===== config.mk =====
export PLATFORM = sky130hd
export DESIGN_NAME = seconds_counter_to_calendar_core
export DESIGN_NICKNAME = d
export VERILOG_FILES = /design/src/hdl/scc_pkg.sv /design/src/hdl/scc_day_split.sv /design/src/hdl/scc_clock.sv /design/src/hdl/scc_date.sv /design/src/hdl/seconds_counter_to_calendar_core.sv
export SDC_FILE = /design/constraint.sdc
export NUM_CORES = 2
export LEC_CHECK = 0
export BUFFER_PORTS_ARGS = -buffer_cell sky130_fd_sc_hd__buf_2
export CAP_MARGIN = 20
export CORE_ASPECT_RATIO = 1.4
export CORE_MARGIN = 2
export CORE_UTILIZATION = 50
export CTS_CLUSTER_SIZE = 28
export DETAILED_ROUTE_END_ITERATION = 6
export HOLD_SLACK_MARGIN = 0.03
export PLACE_DENSITY = 0.66
export SLEW_MARGIN = 20
export SYNTH_ARGS = -nofsm -noshare
export SYNTH_HDL_FRONTEND = slang
export SYNTH_SLANG_ARGS = --single-unit

===== constraint.sdc =====
create_clock -name clk_i -period 19.3 [get_ports clk_i]
set_clock_uncertainty 0.2 [all_clocks]
set_input_delay 3.86 -clock clk_i [delete_from_list [all_inputs] [get_ports clk_i]]
set_output_delay 3.86 -clock clk_i [all_outputs]
set_load 0.005 [all_outputs]

===== src/hdl/scc_pkg.sv =====
`default_nettype none

package scc_pkg;

  // Pipeline depth: one load enable per register stage.
  localparam int unsigned NUM_STAGES = 6;
  typedef logic [NUM_STAGES-1:0] scc_ld_t;

  // Field widths
  localparam int unsigned CNT_W   = 32;
  localparam int unsigned YEAR_W  = 12;
  localparam int unsigned MONTH_W = 4;
  localparam int unsigned MDAY_W  = 5;
  localparam int unsigned HOUR_W  = 5;
  localparam int unsigned MIN_W   = 6;
  localparam int unsigned SEC_W   = 6;
  localparam int unsigned WDAY_W  = 3;

  // Internal widths
  localparam int unsigned DAYS_W = 16;  // whole days since the epoch, up to 49710
  localparam int unsigned TOD_W  = 17;  // second of the day, below 86400
  localparam int unsigned C_W    = 16;  // day within the century
  localparam int unsigned CENT_W = 2;   // century step above the first one reached
  localparam int unsigned Q7_W   = 14;  // weekday quotient
  localparam int unsigned Q60_W  = 11;  // minute of the day
  localparam int unsigned D_W    = 7;   // year within the century
  localparam int unsigned E_W    = 9;   // day within the March-based year
  localparam int unsigned M_W    = 4;   // March-based month

  // Calendar constants
  localparam int unsigned JDN_EPOCH = 2440588;
  localparam int unsigned JDN_BIAS  = 32044;
  localparam int unsigned JDN_A0    = JDN_EPOCH + JDN_BIAS;
  localparam int unsigned CYC400    = 146097;
  localparam int unsigned CYC4      = 1461;
  localparam int unsigned MON5      = 153;
  localparam int unsigned B_FIRST   = 67;    // lowest century quotient in range

  // Days since the epoch at which the quotient steps to B_FIRST+1 and B_FIRST+2
  localparam logic [DAYS_W-1:0] DAY_B1 = DAYS_W'(CYC400 * (B_FIRST + 1) / 4 - JDN_A0);
  localparam logic [DAYS_W-1:0] DAY_B2 = DAYS_W'(CYC400 * (B_FIRST + 2) / 4 - JDN_A0);
  localparam logic [C_W-1:0]    C_OFF0 = C_W'(JDN_A0 - CYC400 * B_FIRST / 4);
  localparam logic [DAYS_W-1:0] WD_BIAS = DAYS_W'(JDN_EPOCH % 7);
  localparam logic [YEAR_W-1:0] YEAR_BASE = YEAR_W'(100 * B_FIRST - 4800);

  // 86400 = 675 << 7; divide by 675 through a reciprocal
  localparam int unsigned DAY_SHIFT  = 7;
  localparam int unsigned HI_W       = CNT_W - DAY_SHIFT;
  localparam int unsigned R675_W     = 26;
  localparam int unsigned R675_SH    = 35;
  localparam logic [R675_W-1:0] R675_MUL = 26'd50903317;
  localparam int unsigned REM675_W   = TOD_W - DAY_SHIFT;

  // Divide by 7
  localparam int unsigned R7_SH = 19;
  localparam logic [16:0] R7_MUL = 17'd74899;

  // Divide by 60 as a shift by two and a divide by 15
  localparam int unsigned R15A_SH = 18;
  localparam logic [14:0] R15A_MUL = 15'd17477;
  localparam int unsigned R15B_SH = 16;
  localparam logic [12:0] R15B_MUL = 13'd4370;

  // Divide by 1461, 153 and 5
  localparam int unsigned R1461_SH = 28;
  localparam logic [17:0] R1461_MUL = 18'd183735;
  localparam int unsigned R153_SH = 18;
  localparam logic [10:0] R153_MUL = 11'd1714;
  localparam int unsigned R5_SH = 13;
  localparam logic [10:0] R5_MUL = 11'd1639;

  // March-based month at which the year rolls over
  localparam logic [M_W-1:0] M_WRAP = 4'd10;

endpackage

`default_nettype wire


===== src/hdl/scc_day_split.sv =====
`default_nettype none

// Stages 1-2: split the count into whole days and second of day, then
// place the day in its century and prepare the weekday quotient.
module scc_day_split import scc_pkg::*; (
  input  logic              clk_i,
  input  scc_ld_t           ld_i,
  input  logic [CNT_W-1:0]  seconds_count_i,
  output logic [TOD_W-1:0]  tod_o,
  output logic [C_W-1:0]    c_o,
  output logic [CENT_W-1:0] cent_o,
  output logic [DAYS_W-1:0] wd_y_o,
  output logic [Q7_W-1:0]   wd_q_o
);

  localparam int unsigned P1_W = HI_W + R675_W;
  localparam int unsigned P2_W = HI_W;
  localparam int unsigned P7_W = DAYS_W + 17;

  logic [P1_W-1:0]   prod1;
  logic [DAYS_W-1:0] days_d, days_q;
  logic [CNT_W-1:0]  cnt_q;

  logic [P2_W-1:0]   days675;
  logic [P2_W-1:0]   rem_full;
  logic [TOD_W-1:0]  tod_d, tod_q;
  logic [C_W-1:0]    c_d, c_q;
  logic [CENT_W-1:0] cent_d, cent_q;
  logic [DAYS_W-1:0] y_d, y_q;
  logic [P7_W-1:0]   prod7;
  logic [Q7_W-1:0]   q7_d, q7_q;

  // Stage 1: days = (count >> 7) / 675
  assign prod1  = P1_W'(seconds_count_i[CNT_W-1:DAY_SHIFT]) * P1_W'(R675_MUL);
  assign days_d = prod1[R675_SH +: DAYS_W];

  always_ff @(posedge clk_i) begin
    if (ld_i[0]) begin
      days_q <= days_d;
      cnt_q  <= seconds_count_i;
    end
  end

  // Stage 2
  assign days675  = P2_W'(days_q) * P2_W'(675);
  assign rem_full = cnt_q[CNT_W-1:DAY_SHIFT] - days675;
  assign tod_d    = {rem_full[REM675_W-1:0], cnt_q[DAY_SHIFT-1:0]};

  always_comb begin
    if (days_q >= DAY_B2) begin
      cent_d = 2'd2;
      c_d    = days_q - DAY_B2;
    end else if (days_q >= DAY_B1) begin
      cent_d = 2'd1;
      c_d    = days_q - DAY_B1;
    end else begin
      cent_d = 2'd0;
      c_d    = days_q + C_OFF0;
    end
  end

  assign y_d   = days_q + WD_BIAS;
  assign prod7 = P7_W'(y_d) * P7_W'(R7_MUL);
  assign q7_d  = prod7[R7_SH +: Q7_W];

  always_ff @(posedge clk_i) begin
    if (ld_i[1]) begin
      tod_q  <= tod_d;
      c_q    <= c_d;
      cent_q <= cent_d;
      y_q    <= y_d;
      q7_q   <= q7_d;
    end
  end

  assign tod_o  = tod_q;
  assign c_o    = c_q;
  assign cent_o = cent_q;
  assign wd_y_o = y_q;
  assign wd_q_o = q7_q;

endmodule

`default_nettype wire


===== src/hdl/scc_clock.sv =====
`default_nettype none

// Stages 3-6: second of day into hours, minutes and seconds.
module scc_clock import scc_pkg::*; (
  input  logic              clk_i,
  input  scc_ld_t           ld_i,
  input  logic [TOD_W-1:0]  tod_i,
  output logic [HOUR_W-1:0] hours_o,
  output logic [MIN_W-1:0]  minutes_o,
  output logic [SEC_W-1:0]  seconds_o
);

  localparam int unsigned PA_W = TOD_W - 2 + 15;
  localparam int unsigned PB_W = Q60_W - 2 + 13;

  logic [PA_W-1:0]   prod_a;
  logic [Q60_W-1:0]  q60_d, q60_3_q, q60_4_q;
  logic [TOD_W-1:0]  tod3_q;

  logic [TOD_W-1:0]  sec_full;
  logic [PB_W-1:0]   prod_b;
  logic [SEC_W-1:0]  sec4_q, sec5_q, sec6_q;
  logic [HOUR_W-1:0] hr_d, hr4_q, hr5_q, hr6_q;

  logic [Q60_W-1:0]  min_full;
  logic [MIN_W-1:0]  min5_q, min6_q;

  // Stage 3: minute of day
  assign prod_a = PA_W'(tod_i[TOD_W-1:2]) * PA_W'(R15A_MUL);
  assign q60_d  = prod_a[R15A_SH +: Q60_W];

  always_ff @(posedge clk_i) begin
    if (ld_i[2]) begin
      tod3_q  <= tod_i;
      q60_3_q <= q60_d;
    end
  end

  // Stage 4: seconds and hours
  assign sec_full = tod3_q - TOD_W'(q60_3_q) * TOD_W'(60);
  assign prod_b   = PB_W'(q60_3_q[Q60_W-1:2]) * PB_W'(R15B_MUL);
  assign hr_d     = prod_b[R15B_SH +: HOUR_W];

  always_ff @(posedge clk_i) begin
    if (ld_i[3]) begin
      sec4_q  <= sec_full[SEC_W-1:0];
      hr4_q   <= hr_d;
      q60_4_q <= q60_3_q;
    end
  end

  // Stage 5: minutes
  assign min_full = q60_4_q - Q60_W'(hr4_q) * Q60_W'(60);

  always_ff @(posedge clk_i) begin
    if (ld_i[4]) begin
      sec5_q <= sec4_q;
      hr5_q  <= hr4_q;
      min5_q <= min_full[MIN_W-1:0];
    end
  end

  // Stage 6: hold for the output word
  always_ff @(posedge clk_i) begin
    if (ld_i[5]) begin
      sec6_q <= sec5_q;
      hr6_q  <= hr5_q;
      min6_q <= min5_q;
    end
  end

  assign hours_o   = hr6_q;
  assign minutes_o = min6_q;
  assign seconds_o = sec6_q;

endmodule

`default_nettype wire


===== src/hdl/scc_date.sv =====
`default_nettype none

// Stages 3-6: day within the century into year, month, day and weekday.
module scc_date import scc_pkg::*; (
  input  logic               clk_i,
  input  scc_ld_t            ld_i,
  input  logic [C_W-1:0]     c_i,
  input  logic [CENT_W-1:0]  cent_i,
  input  logic [DAYS_W-1:0]  wd_y_i,
  input  logic [Q7_W-1:0]    wd_q_i,
  output logic [YEAR_W-1:0]  year_o,
  output logic [MONTH_W-1:0] month_o,
  output logic [MDAY_W-1:0]  mday_o,
  output logic [WDAY_W-1:0]  weekday_o
);

  localparam int unsigned X4_W  = C_W + 2;
  localparam int unsigned PD_W  = 2 * X4_W;
  localparam int unsigned X5_W  = 11;
  localparam int unsigned PM_W  = 2 * X5_W;

  logic [PD_W-1:0]    prod_d;
  logic [DAYS_W-1:0]  wd_full;
  logic [C_W-1:0]     c3_q;
  logic [D_W-1:0]     d3_q, d4_q, d5_q;
  logic [CENT_W-1:0]  cent3_q, cent4_q, cent5_q;
  logic [WDAY_W-1:0]  wd3_q, wd4_q, wd5_q, wd6_q;

  logic [X4_W-1:0]    d1461;
  logic [C_W-1:0]     e_full;
  logic [E_W-1:0]     e4_q, e5_q;

  logic [X5_W-1:0]    x5;
  logic [PM_W-1:0]    prod_m;
  logic [M_W-1:0]     m5_q;

  logic [X5_W-1:0]    t5;
  logic [PM_W-1:0]    prod_5;
  logic [E_W-1:0]     mday_full;
  logic               wrap;
  logic [YEAR_W-1:0]  year_d, year_q;
  logic [MONTH_W-1:0] month_d, month_q;
  logic [MDAY_W-1:0]  mday_q;

  // Stage 3: year within the century, weekday remainder
  assign prod_d  = PD_W'({c_i, 2'b11}) * PD_W'(R1461_MUL);
  assign wd_full = wd_y_i - DAYS_W'(wd_q_i) * DAYS_W'(7);

  always_ff @(posedge clk_i) begin
    if (ld_i[2]) begin
      c3_q    <= c_i;
      d3_q    <= prod_d[R1461_SH +: D_W];
      cent3_q <= cent_i;
      wd3_q   <= wd_full[WDAY_W-1:0];
    end
  end

  // Stage 4: day within the March-based year
  assign d1461  = X4_W'(d3_q) * X4_W'(CYC4);
  assign e_full = c3_q - d1461[X4_W-1:2];

  always_ff @(posedge clk_i) begin
    if (ld_i[3]) begin
      e4_q    <= e_full[E_W-1:0];
      d4_q    <= d3_q;
      cent4_q <= cent3_q;
      wd4_q   <= wd3_q;
    end
  end

  // Stage 5: March-based month
  assign x5     = X5_W'(e4_q) * X5_W'(5) + X5_W'(2);
  assign prod_m = PM_W'(x5) * PM_W'(R153_MUL);

  always_ff @(posedge clk_i) begin
    if (ld_i[4]) begin
      m5_q    <= prod_m[R153_SH +: M_W];
      e5_q    <= e4_q;
      d5_q    <= d4_q;
      cent5_q <= cent4_q;
      wd5_q   <= wd4_q;
    end
  end

  // Stage 6: day of month, calendar month and year
  assign t5        = X5_W'(m5_q) * X5_W'(MON5) + X5_W'(2);
  assign prod_5    = PM_W'(t5) * PM_W'(R5_MUL);
  assign mday_full = e5_q - prod_5[R5_SH +: E_W] + E_W'(1);
  assign wrap      = (m5_q >= M_WRAP);
  assign month_d   = wrap ? (m5_q - MONTH_W'(9)) : (m5_q + MONTH_W'(3));
  assign year_d    = YEAR_BASE + YEAR_W'(cent5_q) * YEAR_W'(100)
                   + YEAR_W'(d5_q) + YEAR_W'(wrap);

  always_ff @(posedge clk_i) begin
    if (ld_i[5]) begin
      year_q  <= year_d;
      month_q <= month_d;
      mday_q  <= mday_full[MDAY_W-1:0];
      wd6_q   <= wd5_q;
    end
  end

  assign year_o    = year_q;
  assign month_o   = month_q;
  assign mday_o    = mday_q;
  assign weekday_o = wd6_q;

endmodule

`default_nettype wire


===== src/hdl/seconds_counter_to_calendar_core.sv =====
`default_nettype none

// Converts a 32-bit count of seconds since 1970-01-01 00:00:00 into the
// Gregorian date, the time of day and the weekday (0 Monday .. 6 Sunday).
// Every count in the full 32-bit range is valid, the last one lands on
// 2106-02-07 06:28:15. The block keeps no state between words: each input
// word gives exactly one output word, in order. It is a six-stage pipeline
// that takes one word per cycle while in_stall_o is low; the depth is set
// by the chain of reciprocal multiplies (divide by 86400, then by 1461,
// 153 and 5 for the date and by 60 twice for the clock). Each stage holds
// its own valid bit, so a stalled output only backs up as far as the
// pipeline is full: bubbles are squeezed out and the input stalls only
// when all six stages hold words. in_stall_o follows out_stall_i
// combinationally through that chain of stage enables.
module seconds_counter_to_calendar_core import scc_pkg::*; (
  input  logic               clk_i,
  input  logic               rst_ni,
  input  logic               in_valid_i,
  output logic               in_stall_o,
  input  logic [CNT_W-1:0]   seconds_count_i,
  output logic               out_valid_o,
  input  logic               out_stall_i,
  output logic [YEAR_W-1:0]  year_o,
  output logic [MONTH_W-1:0] month_o,
  output logic [MDAY_W-1:0]  day_of_month_o,
  output logic [HOUR_W-1:0]  hours_o,
  output logic [MIN_W-1:0]   minutes_o,
  output logic [SEC_W-1:0]   seconds_of_minute_o,
  output logic [WDAY_W-1:0]  weekday_o
);

  logic [NUM_STAGES-1:0] vld_d, vld_q;
  scc_ld_t               ld;

  logic [TOD_W-1:0]      tod;
  logic [C_W-1:0]        cyc_day;
  logic [CENT_W-1:0]     cent;
  logic [DAYS_W-1:0]     wd_y;
  logic [Q7_W-1:0]       wd_q;

  // A stage loads when it is empty or when the stage after it loads.
  always_comb begin
    ld[NUM_STAGES-1] = !vld_q[NUM_STAGES-1] || !out_stall_i;
    for (int i = NUM_STAGES - 2; i >= 0; i--) begin
      ld[i] = !vld_q[i] || ld[i+1];
    end
  end

  // Advance the valid bits along with the data; hold where a stage is stuck.
  always_comb begin
    vld_d[0] = ld[0] ? in_valid_i : vld_q[0];
    for (int i = 1; i < NUM_STAGES; i++) begin
      vld_d[i] = ld[i] ? vld_q[i-1] : vld_q[i];
    end
  end

  always_ff @(posedge clk_i or negedge rst_ni) begin
    if (!rst_ni) begin
      vld_q <= '0;
    end else begin
      vld_q <= vld_d;
    end
  end

  assign in_stall_o  = !ld[0];
  assign out_valid_o = vld_q[NUM_STAGES-1];

  // Stages 1-2: days and second of day
  scc_day_split u_day_split (
    .clk_i           (clk_i),
    .ld_i            (ld),
    .seconds_count_i (seconds_count_i),
    .tod_o           (tod),
    .c_o             (cyc_day),
    .cent_o          (cent),
    .wd_y_o          (wd_y),
    .wd_q_o          (wd_q)
  );

  // Stages 3-6: time of day
  scc_clock u_clock (
    .clk_i     (clk_i),
    .ld_i      (ld),
    .tod_i     (tod),
    .hours_o   (hours_o),
    .minutes_o (minutes_o),
    .seconds_o (seconds_of_minute_o)
  );

  // Stages 3-6: date and weekday
  scc_date u_date (
    .clk_i     (clk_i),
    .ld_i      (ld),
    .c_i       (cyc_day),
    .cent_i    (cent),
    .wd_y_i    (wd_y),
    .wd_q_i    (wd_q),
    .year_o    (year_o),
    .month_o   (month_o),
    .mday_o    (day_of_month_o),
    .weekday_o (weekday_o)
  );

`ifndef NO_ASSERTIONS
  // The input backs up only when every stage holds a word.
  a_stall_full: assert property (@(posedge clk_i) disable iff (!rst_ni)
    in_stall_o |-> (&vld_q))
    else $error("input stalled with a bubble in the pipeline");

  // An accepted word lands in the first stage.
  a_accept_enters: assert property (@(posedge clk_i) disable iff (!rst_ni)
    (in_valid_i && !in_stall_o) |=> vld_q[0])
    else $error("accepted word lost at pipeline entry");

  a_month_range: assert property (@(posedge clk_i) disable iff (!rst_ni)
    out_valid_o |-> (month_o >= MONTH_W'(1) && month_o <= MONTH_W'(12)
                     && day_of_month_o >= MDAY_W'(1)))
    else $error("month or day of month out of range");

  a_clock_range: assert property (@(posedge clk_i) disable iff (!rst_ni)
    out_valid_o |-> (hours_o <= HOUR_W'(23) && minutes_o <= MIN_W'(59)
                     && seconds_of_minute_o <= SEC_W'(59)))
    else $error("time of day out of range");

  a_year_range: assert property (@(posedge clk_i) disable iff (!rst_ni)
    out_valid_o |-> (year_o >= YEAR_W'(1970) && year_o <= YEAR_W'(2106)
                     && weekday_o <= WDAY_W'(6)))
    else $error("year or weekday out of range");
`endif

endmodule

`default_nettype wire

==> out/results.ini <==
[floorplan]
start_util_pct = 50.6
core_um2 = 71600
rows = 116
ioPinCount = 79
die_w_um = 231
die_y_um = 322
die_area_um2 = 74600

[synthesis]
ys_types = 76
syn_area_um2 = 36200
synth_area_leaders = ha_1 30%, fa_1 26%, edfxtp_1 19%
ys_seq_area_share_pct = 19.4
avgSynthCellArea_um2 = 10.9
synth_top_area_share_pct = 30.2
syn_nets = 4692
synthTopCellsByCount = 903 x inv_1, 875 x ha_1, 471 x fa_1
synth_area_leader_cell = ha_1
synthCells = 3310
synth.most_common_cell = inv_1
synth_edf_count = 229
yosysWarnings = 0
ys_ff_latch = 235
yosys.area_share.adder_pct = 56.3
synthArstFlopShare_pct = 2.55
synth_simple_gate_area_share_pct = 4.09
synth_top_family_by_area = adder cells
muxShareOfSynthArea_pct = 0.145
synthFlopType = edfxtp_1
synth_xor_area_share_pct = 4.45
synth_compound_gate_area_share_pct = 6.13

[worst_setup_path]
critical_path.endpoint_type = register
critical_path.max_fanout = 10
cp-start-kind = primary input
regToRegEndpoint = u_date.mday_o[4]
r2r-start = u_date.m5_q[0]
worstPathArrival_ns = 10.12
reg2reg_slack_ns = 11.01
cp_data_required_time_ns = 19.39
r2r_cells = 28
worstSetupPathType = primary input to register

[timing]
fmax_ghz = 0.0997
layout_min_cycle_time_ns = 10.03
setup_violations = 0
period_share_pct = 52.0
tns_ns = 0
tightest_slew_ns = 1.03
hold_violations = 0
rsz0062_at_grt = no
final_max_slew_viol_count = 0
slew_headroom_pct = 31.2

[grt]
grt_pass1_vias = 24500
grt_overflow = 0
gr-usage-all-layers_pct = 20.3
grt_antenna_before_repair = 0
grt_max_degree = 43
grt_first_pass_wirelength_um = 121000

[layout]
area_growth_syn_to_layout_pct = 6.58
fill_cells = 6294
antennaDiodeCount = 0
drive_above_1_share_pct = 4.53
regArea_um2 = 7030
nNetsFinal = 4785
multi_input_area_um2 = 25800

[cts]
cts_hold_buf = 0
cts_resized = 0
clk_pin_slew_ns = 0.06
post_cts_buffers = 0
clk_path_buf_depth = 3
cts_buffers = 26
cts.htree.levels = 1
clock-sinks = 235
clk_latency_ns = 0.54
clock_tree.root_cell = clkbuf_16
cts_tree = built

[min_path]
hold_end = u_date.d5_q[0]
hold_path_class = register to register
min_from = u_date.d4_q[0]
holdPathStages = 0

[routing]
wl_per_cell_um = 16.4
drt_iter0_drc = 843
dr.pass1.iters = 5
num_vias = 22300
routed_wl_um = 71500
antenna_left = 0
vias_per_cell = 5.11
drc = 0

[status]
outcome = completed

[placed_design]
gp_congestion = 0.924
dp_hpwl_um = 63200
io_buffers = 78

[run]
max_cap_viol_count = 0

through the flow:
step                      hold WS [ns]  instances  setup slack, ns  utilization (%)  area [um2]
after CTS                        0.217       4366             9.30             53.9       38600
after global routing             0.224       4367             8.99             54.0       38600
after detailed placement         0.205       4318             8.73             52.8       37800
after floorplan                  0.200       3310             9.39                -       36200
final                            0.214       4367             9.27             54.0       38600
after global placement           0.201       4318             8.78             52.8       37800
worst max-delay path by stage:
stage,startpoint,end,slack [ns],cells after the start
2_1_floorplan,seconds_count_i[23],u_day_split.days_q[12],9.39,20
3_3_place_gp,seconds_count_i[24],u_day_split.days_q[12],8.78,21
3_5_place_dp,seconds_count_i[24],u_day_split.days_q[12],8.73,21
4_1_cts,seconds_count_i[24],u_day_split.days_q[12],9.30,21
5_1_grt,seconds_count_i[24],u_day_split.days_q[12],8.99,21
6_report,seconds_count_i[24],u_day_split.days_q[12],9.27,21
critical path, cell delays in order:
cell and delay, ns:
buf_2 0.28, fa_1 0.47, ha_1 0.29, fa_1 0.48, inv_1 0.08, fa_1 0.54
inv_1 0.06, fa_1 0.53, inv_1 0.05, fa_1 0.51, fa_1 0.54, inv_1 0.04
ha_1 0.35, a21oi_2 0.21, o211ai_2 0.15, a2111oi_4 0.35, o221ai_2 0.20, a2111oi_4 0.49
nor2_2 0.16, a2111oi_2 0.38, nor3_1 0.09
registers in the layout, summed over array words and instances (netlist names), 6 cells and up:
| register | cells |
|---|---|
| u_day_split.cnt_q | 17 |
| u_day_split.tod_o | 17 |
| u_day_split.c_o | 16 |
| u_day_split.days_q | 16 |
| u_date.year_o | 12 |
| u_clock.q60_3_q | 11 |
| u_date.c3_q | 9 |
| u_date.e4_q | 9 |
| u_date.d3_q | 7 |
| u_date.d4_q | 7 |
| u_date.d5_q | 7 |
| u_clock.min5_q | 6 |
| u_clock.minutes_o | 6 |
| u_clock.q60_4_q | 6 |
| u_clock.sec4_q | 6 |
| u_clock.sec5_q | 6 |
| u_clock.seconds_o | 6 |
| u_clock.tod3_q | 6 |
| vld_q | 6 |
cell type report:
class                           instances  area share (%)
Clock buffer                           27            1.70
Sequential cell                       235            18.2
Inverter                              903            8.78
Clock inverter                         21           0.431
Tap cell                              944            3.06
Multi-Input combinational cell       2156            66.7
Timing Repair Buffer                   81            1.12
layer usage:
layer  share of wire, %  track usage [%]  vias up  wire [um]
met1                 38             22.2    10800      27200
met4                4.2             7.11        0       3000
met2                 55             40.6      366      39500
li1                   -                -    11000          -
met3                2.5             1.30      150       1810
met5                  0                0        -          0
logic make-up after synthesis:
family / after synthesis
adders and majority gates: 1346
buffers and inverters: 919
AOI/OAI and AO/OA: 324
and+or+nand+nor: 297
DFF: 235
xor gates and xnor gates: 184
muxes: 5
cell usage in the layout, fill, tap and decap left out, types with 4 or more instances in the layout:
| cell type | n |
|---|---|
| o21bai_1 | 17 |
| or2_2 | 9 |
| dfrtp_1 | 6 |
| a221oi_1 | 4 |
| fa_1 | 471 |
| nand3_1 | 32 |
| a21oi_1 | 95 |
| o21ai_1 | 4 |
| nor3_1 | 33 |
| nor2b_1 | 18 |
| ha_1 | 875 |
| o21ai_0 | 53 |
| xor2_1 | 45 |
| a21boi_0 | 7 |
| o31ai_1 | 4 |
| a211oi_1 | 12 |
| nand2b_1 | 17 |
| clkinv_1 | 7 |
| xnor2_1 | 139 |
| clkbuf_16 | 26 |
| nand4_1 | 12 |
| nand2_1 | 61 |
| edfxtp_1 | 229 |
| a211o_1 | 4 |
| nor2_1 | 65 |
| or3_1 | 10 |
| o41ai_1 | 4 |
| o221ai_1 | 5 |
| o21a_1 | 14 |
| nor4_1 | 7 |
| and3_1 | 14 |
| inv_6 | 5 |
| o211ai_1 | 7 |
| a31oi_1 | 16 |
| buf_2 | 78 |
| inv_1 | 903 |
| a21o_1 | 33 |
Power is not shown: default switching activity piles up to over one toggle a cycle in this logic, so the estimate is an artifact.
